$ cat config.mk
export PLATFORM = sky130hd
export DESIGN_NAME = per_source_attempt_rate_limiter
export DESIGN_NICKNAME = d
export VERILOG_FILES = /design/src/rtl/psarl_pkg.sv /design/src/rtl/psarl_table.sv /design/src/rtl/psarl_scan.sv /design/src/rtl/per_source_attempt_rate_limiter.sv
export SDC_FILE = /design/constraint.sdc
export NUM_CORES = 2
export LEC_CHECK = 0
export BUFFER_PORTS_ARGS = -buffer_cell sky130_fd_sc_hd__buf_2
export CORE_MARGIN = 3
export CORE_UTILIZATION = 52
export CTS_BUF_LIST = sky130_fd_sc_hd__clkbuf_8
export DETAILED_ROUTE_END_ITERATION = 10
export GPL_TIMING_DRIVEN = 0
export PLACE_DENSITY = 0.68
export SLEW_MARGIN = 40
export SYNTH_ARGS = -nofsm -noshare
export SYNTH_HDL_FRONTEND = slang
export SYNTH_HIERARCHICAL = 1
export SYNTH_SLANG_ARGS = --single-unit
$ cat constraint.sdc
create_clock -name clk -period 22.6 [get_ports clk]
set_input_delay 0 -clock clk [delete_from_list [all_inputs] [get_ports clk]]
set_output_delay 0 -clock clk [all_outputs]
set_load 0.01 [all_outputs]
$ cat src/rtl/psarl_pkg.sv
// shared types and constants for the per-source attempt rate limiter
// used by psarl_table, psarl_scan and per_source_attempt_rate_limiter
`default_nettype none

package psarl_pkg;

  localparam int DEF_TABLE_ENTRIES = 16;

  localparam int ADDR_W  = 32;
  localparam int TIME_W  = 32;
  localparam int CNT_W   = 8;
  localparam int WIN_W   = 16;
  localparam int FREED_W = 5;
  localparam int CFG_W   = 16;
  localparam int CFG_IDX_W = 2;

  // reset values of the configuration registers
  localparam logic [CNT_W-1:0] RST_MAX_ATTEMPTS = 8'd5;
  localparam logic [WIN_W-1:0] RST_WINDOW       = 16'd60;
  localparam logic [WIN_W-1:0] RST_IDLE_TIMEOUT = 16'd300;

  // register indexes
  localparam logic [CFG_IDX_W-1:0] REG_MAX_ATTEMPTS = 2'd0;
  localparam logic [CFG_IDX_W-1:0] REG_WINDOW       = 2'd1;
  localparam logic [CFG_IDX_W-1:0] REG_IDLE_TIMEOUT = 2'd2;

  // op codes
  localparam logic [1:0] OP_CHECK   = 2'd0;
  localparam logic [1:0] OP_RESET   = 2'd1;
  localparam logic [1:0] OP_CLEANUP = 2'd2;

  typedef struct packed {
    logic [ADDR_W-1:0] addr;
    logic [TIME_W-1:0] last_time;
    logic [CNT_W-1:0]  count;
  } entry_t;

  typedef struct packed {
    logic match;
    logic free_slot;
    logic oldest;
  } scan_flags_t;

endpackage

`default_nettype wire

$ cat src/rtl/psarl_table.sv
// source table: entry memory with one write and one registered read port,
// plus per-entry valid flops cleared at reset; uses psarl_pkg
`default_nettype none

module psarl_table #(
  parameter int TABLE_ENTRIES = psarl_pkg::DEF_TABLE_ENTRIES,
  parameter int IDX_W = (TABLE_ENTRIES > 1) ? $clog2(TABLE_ENTRIES) : 1
) (
  input  wire logic               clk,
  input  wire logic               rst_n,
  input  wire logic               rd_en,
  input  wire logic [IDX_W-1:0]   rd_idx,
  output psarl_pkg::entry_t       rd_word_r,
  output logic                    rd_valid_r,
  input  wire logic               wr_en,
  input  wire logic [IDX_W-1:0]   wr_idx,
  input  wire psarl_pkg::entry_t  wr_word,
  input  wire logic               clr_en,
  input  wire logic [IDX_W-1:0]   clr_idx
);

  psarl_pkg::entry_t mem [TABLE_ENTRIES];
  logic [TABLE_ENTRIES-1:0] valid_r;

  always_ff @(posedge clk) begin
    if (wr_en) begin
      mem[wr_idx] <= wr_word;
    end
    if (rd_en) begin
      rd_word_r <= mem[rd_idx];
    end
  end

  always_ff @(posedge clk) begin
    if (!rst_n) begin
      valid_r    <= '0;
      rd_valid_r <= 1'b0;
    end else begin
      if (wr_en) begin
        valid_r[wr_idx] <= 1'b1;
      end
      if (clr_en) begin
        valid_r[clr_idx] <= 1'b0;
      end
      if (rd_en) begin
        rd_valid_r <= valid_r[rd_idx];
      end
    end
  end

endmodule

`default_nettype wire

$ cat src/rtl/psarl_scan.sv
// scan unit: one entry a cycle through a shared subtract/compare, collecting
// match, first free slot, oldest entry and cleanup frees; uses psarl_pkg
`default_nettype none

module psarl_scan #(
  parameter int TABLE_ENTRIES = psarl_pkg::DEF_TABLE_ENTRIES,
  parameter int IDX_W = (TABLE_ENTRIES > 1) ? $clog2(TABLE_ENTRIES) : 1
) (
  input  wire logic                             clk,
  input  wire logic                             rst_n,
  input  wire logic                             start,
  input  wire logic                             ev,
  input  wire logic [IDX_W-1:0]                 ev_idx,
  input  wire psarl_pkg::entry_t                ent,
  input  wire logic                             ent_vld,
  input  wire logic                             cleanup,
  input  wire logic [psarl_pkg::ADDR_W-1:0]     addr,
  input  wire logic [psarl_pkg::TIME_W-1:0]     now,
  input  wire logic [psarl_pkg::WIN_W-1:0]      idle_timeout,
  output psarl_pkg::scan_flags_t                flags_r,
  output logic [IDX_W-1:0]                      match_idx_r,
  output psarl_pkg::entry_t                     match_word_r,
  output logic [IDX_W-1:0]                      free_idx_r,
  output logic [IDX_W-1:0]                      old_idx_r,
  output logic [psarl_pkg::FREED_W-1:0]         freed_r,
  output logic                                  clr_en,
  output logic [IDX_W-1:0]                      clr_idx
);

  logic [psarl_pkg::TIME_W-1:0] old_time_r;
  logic [psarl_pkg::TIME_W-1:0] op_a;
  logic [psarl_pkg::TIME_W:0]   diff;
  logic                         a_gt;
  logic                         idle_hit;
  logic                         hit;

  // shared subtractor: now - last for cleanup, oldest - last for eviction
  always_comb begin
    op_a     = cleanup ? now : old_time_r;
    diff     = {1'b0, op_a} - {1'b0, ent.last_time};
    a_gt     = !diff[psarl_pkg::TIME_W] && (diff[psarl_pkg::TIME_W-1:0] != '0);
    idle_hit = !diff[psarl_pkg::TIME_W] &&
               (diff[psarl_pkg::TIME_W-1:0] >
                {{(psarl_pkg::TIME_W-psarl_pkg::WIN_W){1'b0}}, idle_timeout});
    hit      = ev && ent_vld && (ent.addr == addr);
    clr_en   = ev && cleanup && ent_vld && idle_hit;
    clr_idx  = ev_idx;
  end

  always_ff @(posedge clk) begin
    if (!rst_n) begin
      flags_r <= '0;
      freed_r <= '0;
    end else if (start) begin
      flags_r <= '0;
      freed_r <= '0;
    end else if (ev) begin
      if (hit && !flags_r.match) begin
        flags_r.match <= 1'b1;
      end
      if (!ent_vld && !flags_r.free_slot) begin
        flags_r.free_slot <= 1'b1;
      end
      if (ent_vld && !cleanup && a_gt) begin
        flags_r.oldest <= 1'b1;
      end
      if (clr_en) begin
        freed_r <= freed_r + 1'b1;
      end
    end
  end

  always_ff @(posedge clk) begin
    if (start) begin
      old_time_r <= now;
    end else if (ev) begin
      if (hit && !flags_r.match) begin
        match_idx_r  <= ev_idx;
        match_word_r <= ent;
      end
      if (!ent_vld && !flags_r.free_slot) begin
        free_idx_r <= ev_idx;
      end
      // strict compare keeps the first entry on ties
      if (ent_vld && !cleanup && a_gt) begin
        old_idx_r  <= ev_idx;
        old_time_r <= ent.last_time;
      end
    end
  end

endmodule

`default_nettype wire

$ cat src/rtl/per_source_attempt_rate_limiter.sv
// per-source attempt rate limiter: after accept, the scan reads one table entry a cycle
// through the whole table, then the drain, select, age and done states follow and the
// result is registered; the next word is accepted only after that, back in idle, so
// words are taken one at a time, and done waits while out_tready holds the result back
// sync reset clears config to defaults and all valid bits at once, no clearing pass
// uses psarl_pkg, psarl_table and psarl_scan
`default_nettype none

module per_source_attempt_rate_limiter #(
  parameter int TABLE_ENTRIES = psarl_pkg::DEF_TABLE_ENTRIES
) (
  input  wire logic                              clk,
  input  wire logic                              rst_n,
  input  wire logic                              in_tvalid,
  output logic                                   in_tready,
  input  wire logic [63:0]                       in_tdata,  // source_address, now_seconds
  input  wire logic [1:0]                        in_tuser,  // op
  output logic                                   out_tvalid,
  input  wire logic                              out_tready,
  output logic [7:0]                             out_tdata, // allowed, tracked, evicted,
                                                            // freed_count
  input  wire logic                              cfg_we,
  input  wire logic [psarl_pkg::CFG_IDX_W-1:0]   cfg_index,
  input  wire logic [psarl_pkg::CFG_W-1:0]       cfg_wdata
);

  localparam int IDX_W = (TABLE_ENTRIES > 1) ? $clog2(TABLE_ENTRIES) : 1;
  localparam logic [IDX_W-1:0] LAST_IDX = IDX_W'(TABLE_ENTRIES - 1);

  localparam logic [2:0] S_IDLE  = 3'd0;
  localparam logic [2:0] S_SCAN  = 3'd1;
  localparam logic [2:0] S_DRAIN = 3'd2;
  localparam logic [2:0] S_SEL   = 3'd3;
  localparam logic [2:0] S_AGE   = 3'd4;
  localparam logic [2:0] S_DONE  = 3'd5;

  logic [2:0] state_r, state_nxt;

  logic [psarl_pkg::CNT_W-1:0] max_attempts_r;
  logic [psarl_pkg::WIN_W-1:0] window_r;
  logic [psarl_pkg::WIN_W-1:0] idle_timeout_r;

  logic [1:0]                   op_r;
  logic [psarl_pkg::ADDR_W-1:0] addr_r;
  logic [psarl_pkg::TIME_W-1:0] now_r;

  logic [IDX_W-1:0] rd_idx_r;
  logic             ev_r;
  logic [IDX_W-1:0] ev_idx_r;

  logic [IDX_W-1:0]            slot_r;
  logic [psarl_pkg::TIME_W-1:0] last_r;
  logic [psarl_pkg::CNT_W-1:0]  cnt_r;
  logic                        have_r;
  logic                        evict_r;
  logic                        expired_r;

  logic                         out_tvalid_r;
  logic [7:0]                   out_tdata_r;

  psarl_pkg::entry_t            rd_word_r;
  logic                         rd_valid_r;
  psarl_pkg::scan_flags_t       flags_r;
  logic [IDX_W-1:0]             match_idx_r;
  psarl_pkg::entry_t            match_word_r;
  logic [IDX_W-1:0]             free_idx_r;
  logic [IDX_W-1:0]             old_idx_r;
  logic [psarl_pkg::FREED_W-1:0] freed_r;
  logic                         clr_en;
  logic [IDX_W-1:0]             clr_idx;

  logic                         in_acc;
  logic                         out_free;
  logic                         rd_en;
  logic                         scan_start;
  logic                         tbl_we;
  psarl_pkg::entry_t            tbl_word;
  logic                         is_check;
  logic                         is_rst;
  logic [psarl_pkg::CNT_W-1:0]  cnt_eff;
  logic [psarl_pkg::TIME_W-1:0] last_eff;
  logic                         res_allowed;
  logic                         res_tracked;
  logic                         res_evicted;
  logic [psarl_pkg::FREED_W-1:0] res_freed;
  logic [psarl_pkg::TIME_W:0]   age_diff;

  assign in_tready  = (state_r == S_IDLE);
  assign in_acc     = in_tvalid && in_tready;
  assign out_free   = !out_tvalid_r || out_tready;
  assign out_tvalid = out_tvalid_r;
  assign out_tdata  = out_tdata_r;
  assign rd_en      = (state_r == S_SCAN);
  assign scan_start = (state_r == S_SCAN) && (rd_idx_r == '0);

  // configuration
  always_ff @(posedge clk) begin
    if (!rst_n) begin
      max_attempts_r <= psarl_pkg::RST_MAX_ATTEMPTS;
      window_r       <= psarl_pkg::RST_WINDOW;
      idle_timeout_r <= psarl_pkg::RST_IDLE_TIMEOUT;
    end else if (cfg_we) begin
      case (cfg_index)
        psarl_pkg::REG_MAX_ATTEMPTS: max_attempts_r <= cfg_wdata[psarl_pkg::CNT_W-1:0];
        psarl_pkg::REG_WINDOW:       window_r       <= cfg_wdata;
        psarl_pkg::REG_IDLE_TIMEOUT: idle_timeout_r <= cfg_wdata;
        default: ;
      endcase
    end
  end

  // sequencer
  always_comb begin
    state_nxt = state_r;
    case (state_r)
      S_IDLE:  if (in_acc) state_nxt = S_SCAN;
      S_SCAN:  if (rd_idx_r == LAST_IDX) state_nxt = S_DRAIN;
      S_DRAIN: state_nxt = S_SEL;
      S_SEL:   state_nxt = S_AGE;
      S_AGE:   state_nxt = S_DONE;
      S_DONE:  if (out_free) state_nxt = S_IDLE;
      default: state_nxt = S_IDLE;
    endcase
  end

  always_ff @(posedge clk) begin
    if (!rst_n) begin
      state_r  <= S_IDLE;
      ev_r     <= 1'b0;
      rd_idx_r <= '0;
    end else begin
      state_r <= state_nxt;
      ev_r    <= rd_en;
      if (in_acc) begin
        rd_idx_r <= '0;
      end else if (rd_en) begin
        rd_idx_r <= rd_idx_r + 1'b1;
      end
    end
  end

  always_ff @(posedge clk) begin
    ev_idx_r <= rd_idx_r;
    if (in_acc) begin
      op_r   <= in_tuser;
      addr_r <= in_tdata[31:0];
      now_r  <= in_tdata[63:32];
    end
  end

  psarl_table #(
    .TABLE_ENTRIES(TABLE_ENTRIES),
    .IDX_W(IDX_W)
  ) u_table (
    .clk       (clk),
    .rst_n     (rst_n),
    .rd_en     (rd_en),
    .rd_idx    (rd_idx_r),
    .rd_word_r (rd_word_r),
    .rd_valid_r(rd_valid_r),
    .wr_en     (tbl_we),
    .wr_idx    (slot_r),
    .wr_word   (tbl_word),
    .clr_en    (clr_en),
    .clr_idx   (clr_idx)
  );

  psarl_scan #(
    .TABLE_ENTRIES(TABLE_ENTRIES),
    .IDX_W(IDX_W)
  ) u_scan (
    .clk         (clk),
    .rst_n       (rst_n),
    .start       (scan_start),
    .ev          (ev_r),
    .ev_idx      (ev_idx_r),
    .ent         (rd_word_r),
    .ent_vld     (rd_valid_r),
    .cleanup     (op_r == psarl_pkg::OP_CLEANUP),
    .addr        (addr_r),
    .now         (now_r),
    .idle_timeout(idle_timeout_r),
    .flags_r     (flags_r),
    .match_idx_r (match_idx_r),
    .match_word_r(match_word_r),
    .free_idx_r  (free_idx_r),
    .old_idx_r   (old_idx_r),
    .freed_r     (freed_r),
    .clr_en      (clr_en),
    .clr_idx     (clr_idx)
  );

  // slot choice: existing entry, else first free, else oldest before now
  always_ff @(posedge clk) begin
    if (state_r == S_SEL) begin
      if (flags_r.match) begin
        slot_r  <= match_idx_r;
        last_r  <= match_word_r.last_time;
        cnt_r   <= match_word_r.count;
        have_r  <= 1'b1;
        evict_r <= 1'b0;
      end else if (flags_r.free_slot) begin
        slot_r  <= free_idx_r;
        last_r  <= now_r;
        cnt_r   <= '0;
        have_r  <= 1'b1;
        evict_r <= 1'b0;
      end else if (flags_r.oldest) begin
        slot_r  <= old_idx_r;
        last_r  <= now_r;
        cnt_r   <= '0;
        have_r  <= 1'b1;
        evict_r <= 1'b1;
      end else begin
        have_r  <= 1'b0;
        evict_r <= 1'b0;
      end
    end
  end

  // window test; time going backwards never expires
  assign age_diff = {1'b0, now_r} - {1'b0, last_r};

  always_ff @(posedge clk) begin
    if (state_r == S_AGE) begin
      expired_r <= !age_diff[psarl_pkg::TIME_W] &&
                   (age_diff[psarl_pkg::TIME_W-1:0] >
                    {{(psarl_pkg::TIME_W-psarl_pkg::WIN_W){1'b0}}, window_r});
    end
  end

  // result and write-back
  always_comb begin
    is_check    = (op_r == psarl_pkg::OP_CHECK) && (addr_r != '0);
    is_rst      = (op_r == psarl_pkg::OP_RESET) && (addr_r != '0);
    cnt_eff     = expired_r ? '0 : cnt_r;
    last_eff    = expired_r ? now_r : last_r;
    res_allowed = 1'b1;
    res_tracked = 1'b0;
    res_evicted = 1'b0;
    res_freed   = '0;
    tbl_we      = 1'b0;
    tbl_word    = '{addr: addr_r, last_time: now_r, count: '0};
    if (is_check && have_r) begin
      res_tracked = 1'b1;
      res_evicted = evict_r;
      tbl_we      = 1'b1;
      if (cnt_eff >= max_attempts_r) begin
        res_allowed = 1'b0;
        tbl_word    = '{addr: addr_r, last_time: last_eff, count: cnt_eff};
      end else begin
        tbl_word = '{addr: addr_r, last_time: now_r, count: cnt_eff + 1'b1};
      end
    end else if (is_rst && flags_r.match) begin
      res_tracked = 1'b1;
      tbl_we      = 1'b1;
    end else if (op_r == psarl_pkg::OP_CLEANUP) begin
      res_freed = freed_r;
    end
    tbl_we = tbl_we && (state_r == S_DONE) && out_free;
  end

  always_ff @(posedge clk) begin
    if (!rst_n) begin
      out_tvalid_r <= 1'b0;
    end else if ((state_r == S_DONE) && out_free) begin
      out_tvalid_r <= 1'b1;
    end else if (out_tready) begin
      out_tvalid_r <= 1'b0;
    end
  end

  always_ff @(posedge clk) begin
    if ((state_r == S_DONE) && out_free) begin
      out_tdata_r <= {res_freed, res_evicted, res_tracked, res_allowed};
    end
  end

  // checks
  a_we_only_done: assert property (@(posedge clk) disable iff (!rst_n)
    tbl_we |-> (state_r == S_DONE))
    else $error("table written outside completion");

  a_clr_only_cleanup: assert property (@(posedge clk) disable iff (!rst_n)
    clr_en |-> (op_r == psarl_pkg::OP_CLEANUP) && (state_r == S_SCAN || state_r == S_DRAIN))
    else $error("entry freed outside a cleanup sweep");

  a_result_from_done: assert property (@(posedge clk) disable iff (!rst_n)
    $rose(out_tvalid_r) |-> $past(state_r == S_DONE))
    else $error("result raised without finishing a word");

  a_evict_tracked: assert property (@(posedge clk) disable iff (!rst_n)
    out_tvalid_r && out_tdata_r[2] |-> out_tdata_r[1] && (out_tdata_r[7:3] == '0))
    else $error("eviction reported without tracking");

endmodule

`default_nettype wire
**After elaboration in Yosys (flattened, before gate mapping)**

Memory sizes are Yosys's and may differ from the RTL's. A register that Yosys moved wholly into a read port is not among the register bits.
Cells that the tools add are included.

- Register bits after elaboration: 283
- Memory bits (writable): 1,152
- Bits of input ports: 89
- Output and inout bits: 10
- Memories: 1

- $add $sub $neg: 5
- $lt $le $gt $ge: 8
- Equality and inequality tests: 14
- Mux-type cells: 38
- Bitwise operators: 6
- Reductions and logical operators: 58

Memories:

| memory | depth | bits a word | rd ports | clocked after Yosys merged registers in | wr ports | RTL line | source |
|---|---|---|---|---|---|---|---|
| u_table.mem | 16 | 72 | 1 | 1 | 1 | psarl_table.sv:22 | `psarl_pkg::entry_t mem [TABLE_ENTRIES];` |

Operators by type and width:

| kind | number |
|---|---|
| 2-to-1 mux 32 bit | 8 |
| 2-to-1 mux 40 bit | 2 |
| subtractor 32 x 32 -> 33 bit | 2 |
| > comparator 32 x 16 -> 1 bit | 2 |
| nonzero test 32 bit | 2 |
| 2-to-1 mux 16 bit | 3 |
| == test 32 bit | 1 |
| 2-to-1 mux 8 bit | 4 |
| logical AND 1 bit | 23 |
| case mux 3 bit (6 select lines) | 1 |
| AND reduction 2 bit | 9 |
| AND 16 bit | 1 |
| inverter 16 bit | 1 |
| OR 16 bit | 1 |
| less-than comparator 4 x 5 -> 1 bit, second input constant | 3 |
| 2-to-1 mux 4 bit | 3 |
| AND reduction 3 bit | 4 |
| 2-to-1 mux 1 bit | 11 |
| 2-to-1 mux 3 bit | 3 |
| adder 8 x 1 -> 8 bit, second input constant | 1 |
| demux 1 bit (select 4 bit) | 2 |
| greater-or-equal comparator 4 x 1 -> 1 bit, second input constant | 2 |
| greater-or-equal comparator 8 bit | 1 |
| zero test 1 bit | 7 |
| other kinds (20) | 32 |

**Logic depth before layout (Yosys ltp)**

- Word-level depth: 11
- Depth in mapped cells: 24

**By module**

Netlist, hierarchy kept.

Modules (own cells, without submodules):

| module | times used | cells an instance | area an instance (um^2) | sequential area each (um^2) |
|---|---|---|---|---|
| psarl_table | 1 | 1,755 | 46,144.3 | 37,095.6 |
| per_source_attempt_rate_limiter | 1 | 895 | 9,459.1 | 4,694.5 |
| psarl_scan | 1 | 694 | 7,434.6 | 3,643.5 |

**Worst setup path after synthesis**

OpenSTA, ideal clock, no wires.

- Path kind: register to register
- Start: register state_r[0]
- End: register u_table.valid_r[0]
- Library setup time: 0.089 ns
- Arrival time: 9.205 ns
- Required time: 22.511 ns
- Path slack: 13.307 ns
- Cell stages (with the launch flop): 8
- Buffers on the path: 1
- Clock period less this slack: 9.293 ns
- Cells stage by stage: dfxtp_1 -> nor2b_1 -> and3_1 -> and2_1 -> nand2b_1 -> clkbuf_1 -> nor4_1 -> o221a_2

- Longest elaborated chain between the ends: 7

RTL lines:

| element | RTL line | source |
|---|---|---|
| from (decl) | per_source_attempt_rate_limiter.sv:37 | `logic [2:0] state_r, state_nxt;` |
| from (signal assigned) | per_source_attempt_rate_limiter.sv:132 | `state_r <= state_nxt;` |
| == test 3 bit (*) | per_source_attempt_rate_limiter.sv:260 | `tbl_we = tbl_we && (state_r == S_DONE) && out_free;` |
| logical AND 1 bit (*) (2 in series) | per_source_attempt_rate_limiter.sv:260 |  |
| via tbl_we | per_source_attempt_rate_limiter.sv:76 | `logic tbl_we;` |
| 2-to-1 mux 16 bit (*) | psarl_table.sv:39 | `if (wr_en) begin` |
| 2-to-1 mux 16 bit (*) | psarl_table.sv:35 | `if (!rst_n) begin` |
| AND 16 bit (no line) | n/a |  |
| 2-to-1 mux 16 bit (*) | psarl_table.sv:42 | `if (clr_en) begin` |
| to (signal assigned) | psarl_table.sv:36 | `valid_r <= '0;` |
| to (signal, indexed assignment) | psarl_table.sv:40 | `valid_r[wr_idx] <= 1'b1;` |
| to (signal, indexed assignment) | psarl_table.sv:43 | `valid_r[clr_idx] <= 1'b0;` |
| to (decl) | psarl_table.sv:23 | `logic [TABLE_ENTRIES-1:0] valid_r;` |

The timed path passes the listed nets; every way through them passes the cells marked *. The select of a mux whose other input is x is not followed.
A chain may end at the register's enable or synchronous reset.

**Worst setup path in the final report**

- Start: register op_r[1]
- End: register u_table.valid_r[1]

RTL lines:

| element | RTL line | source |
|---|---|---|
| from (decl) | per_source_attempt_rate_limiter.sv:43 | `logic [1:0] op_r;` |
| from (signal assigned) | per_source_attempt_rate_limiter.sv:145 | `op_r <= in_tuser;` |
| == test 2 bit (*) | per_source_attempt_rate_limiter.sv:179 | `.cleanup (op_r == psarl_pkg::OP_CLEANUP),` |
| 2-to-1 mux 32 bit | psarl_scan.sv:39 | `op_a = cleanup ? now : old_time_r;` |
| subtractor 32 x 32 -> 33 bit | psarl_scan.sv:40 | `diff = {1'b0, op_a} - {1'b0, ent.last_time};` |
| > comparator 32 x 16 -> 1 bit / zero test 1 bit (equally long branches) | psarl_scan.sv:43, psarl_scan.sv:42 |  |
| logical AND 1 bit | psarl_scan.sv:42 | `idle_hit = !diff[psarl_pkg::TIME_W] &&` |
| logical AND 1 bit (*) | psarl_scan.sv:46 | `clr_en = ev && cleanup && ent_vld && idle_hit;` |
| via clr_en | per_source_attempt_rate_limiter.sv:69 | `logic clr_en;` |
| 2-to-1 mux 16 bit (*) | psarl_table.sv:42 |  |

Marked as above.

==> results.py <==
metrics = {
    "placement": {
        "dp_hpwl_mm": 105,
        "preCtsSetupSlack_ns": 15.65,
        "gpl.final_weighted_congestion": 0.900,
        "placed_cells_incl_taps": 5180,
        "port_buffers": 98,
    },
    "setup_path": {
        "crit_fanout": 10,
        "cp_data_required_time_ns": 23.41,
        "path_cells": "nor2b_1, clkbuf_1, buf_1, mux2_2, ha_1, and3_1, nand2_1, a21oi_1, o21bai_1, nand2_1, a41oi_1, xnor2_1, ha_1, nand4_1, o21ai_0, a21oi_1, a21oi_1, nor4_2, a211oi_4, nor2b_1, nand2_1, o221a_2",
        "r2r_slack_ns": 15.60,
        "crit_start": "op_r[1]",
        "rr_worst_depth": 22,
        "crit_path_max_incr_delay_ns": 0.66,
        "r2r_start": "op_r[1]",
        "end_kind": "register",
        "crit_arrival_ns": 7.81,
        "path_class": "register to register",
        "slowest_stage": "edfxtp_1",
        "crit_path_start_kind": "register",
        "regToRegEndpoint": "u_table/valid_r[1]",
    },
    "timing": {
        "setup_viol": 0,
        "worst_pin_slew_ns": 0.913,
        "finalCritPeriodShare_pct": 31.0,
        "max_slew_margin_pct": 39.0,
        "finalHoldViolations": 0,
        "fin_worst_skew_ns": 0.0461,
        "max_freq_mhz": 143,
        "min_period_ns": 7.00,
        "setup_slack_ns": 15.60,
        "fin_tns_setup_ns": 0,
        "drv_slew": 0,
        "rsz0062_at_grt": "no",
    },
    "cts": {
        "cts_tree": "built",
        "cts_buffers": 228,
        "root_buffer": "clkbuf_8",
        "clk_pin_slew_worst_paths_ns": 0.06,
        "htree_levels": 4,
        "cts_buffer_depth": 3,
        "cts_num_sinks": 1507,
        "worst_skew_pair.late_latency_ns": 0.93,
    },
    "power_and_ir_drop": {
        "ir_worst_vdd_mv": 0.0646,
        "p_leak_nw": 24.7,
        "powerDensity_nw_per_um2": 76.7,
        "p_total_w": 0.00561,
    },
    "worst_hold_path": {
        "holdPathStages": 3,
        "hold_start": "in_tvalid",
        "worst_hold_path.endpoint": "now_r[7]",
        "holdCritPathClass": "input port to register",
    },
    "finish": {
        "fin_cells": 5798,
        "finalNetCount": 4266,
        "fillerInstances": 8428,
        "area_growth_pct": 17.8,
        "drive_above_1_share_pct": 28.5,
    },
    "grt": {
        "grt_use_total_pct": 25.3,
        "overflow": 0,
        "grt_pass1_vias": 35200,
        "grt_antenna_before_repair": 3,
        "grt_max_degree": 31,
        "grt_pass1_wl_mm": 228,
    },
    "die": {
        "die_area_sq_um": 124000,
        "ios": 99,
        "dieHeight_um": 352,
        "die_x_um": 352,
        "core_area_sq_um": 118000,
        "row_count": 126,
        "start_util_pct": 52.5,
    },
    "run": {
        "drv_cap": 0,
    },
    "detailed_routing": {
        "drt_iter0_drc": 3431,
        "avgRoutedWirePerCell_um": 26.5,
        "viasPerCell": 5.97,
        "routed_wl_mm": 154,
        "drc": 0,
        "vias": 34600,
        "drt-pass1-iter-count": 5,
        "ant_nets": 0,
    },
    "logic_synthesis": {
        "syn_nets": 3511,
        "avgSynthCellArea_sq_um": 18.7,
        "syn-instance-count": 3312,
        "yosys_warnings": 6,
        "synth_area_sq_um": 62100,
    },
    "outcome": {
        "status": "complete, no violations",
    },
}
==> power by group <==
group	switching [W]	internal [W]	leakage [nW]
Combinational	0.000219	0.000180	8.61
Clock	0.00105	0.00105	2.53
Sequential	0.0000316	0.00308	13.6
Total	0.00130	0.00431	24.7
==> critical path: cells and delay by family (launching register included) <==
family | cells | cell delay (ns)
compound gates | 8 | 2.28
buf+inv | 2 | 0.98
xor+xnor | 1 | 0.21
fa+ha+maj | 2 | 0.69
simple gates | 8 | 1.64
flops | 1 | 0.66
mux | 1 | 0.40
==> layout by cell type (no fill, tap or decap), types with 13 or more instances in the layout <==
cell / instances
edfxtp_1: 1429
mux4_2: 362
clkbuf_8: 241
inv_1: 226
buf_2: 221
dlygate4sd3_1: 193
nand2_1: 178
ha_1: 108
buf_4: 99
a21oi_1: 95
mux2_2: 92
o21ai_0: 83
nor2_1: 78
dfxtp_1: 78
clkbuf_1: 60
xnor2_1: 60
clkinv_1: 46
nand4_1: 32
a21boi_0: 29
nand3_1: 28
a21o_1: 27
clkinv_2: 25
clkbuf_2: 25
nor2b_1: 24
nand2b_1: 23
xor2_1: 23
buf_16: 23
nor3_1: 20
buf_6: 20
and2_1: 18
o211ai_1: 17
mux2i_1: 16
o221a_2: 16
buf_8: 16
o21a_1: 14
nor4_1: 14
or3_1: 13
==> timing repair <==
action                                 in CTS  in global routing
buffers inserted                            0                  0
hold buffers                              193                  0
endpoints found under the hold margin     213                  0
resized for setup                           0                  0
==> metal layers <==
metal	track usage (%)	wire (um)	vias up
met5	0	0	-
met2	40.8	74200	1450
met3	4.52	11500	236
li1	-	-	15000
met4	7.81	4090	0
met1	35.7	63900	18000
==> final cells by class <==
class	instances	area, sq um	area share (%)
multi-input cells	1530	16600	22.7
inverters	134	503	0.688
repair buffers	525	4630	6.34
diodes	4	10.0	0.0137
clock buffers	241	3320	4.54
plain buffers	141	717	0.981
flip-flops and latches	1507	44500	60.8
well taps	1536	1920	2.63
clock inverters	180	961	1.31
==> how the worst max path moves through the flow <==
| stage | end | slack, ns | cells after the start |
|---|---|---|---|
| 2_1_floorplan | u_table/valid_r[0] | 13.31 | 7 |
| 3_3_place_gp | u_table/valid_r[1] | 2.19 | 8 |
| 3_5_place_dp | u_table/valid_r[1] | 15.65 | 22 |
| 4_1_cts | u_table/valid_r[1] | 15.64 | 22 |
| 5_1_grt | u_table/valid_r[1] | 15.22 | 23 |
| 6_report | u_table/valid_r[1] | 15.60 | 22 |
==> sequential cells by signal, indices dropped and copies added (netlist names), 5 cells and up <==
name                 flops
max_attempts_r           8
u_table/mem           1152
window_r                16
out_tdata                8
idle_timeout_r          16
u_table/valid_r         16
cnt_r                    8
addr_r                  32
now_r                   32
last_r                  32
u_scan/match_word_r     40
u_scan/freed_r           5
u_scan/old_time_r       32
u_table/rd_word_r       72
==> through the flow <==
| stage | area [sq um] | hold WS, ns | utilization (%) |
|---|---|---|---|
| 2_1_floorplan | 62100 | 0.0989 | - |
| 3_3_place_gp | 64500 | 0.177 | 54.5 |
| 3_5_place_dp | 66900 | 0.178 | 56.6 |
| 4_1_cts | 73100 | 0.0422 | 61.8 |
| 5_1_grt | 73100 | 0.107 | 61.8 |
| 6_report | 73100 | 0.156 | 61.8 |
Power figures use the tool's default switching activity.
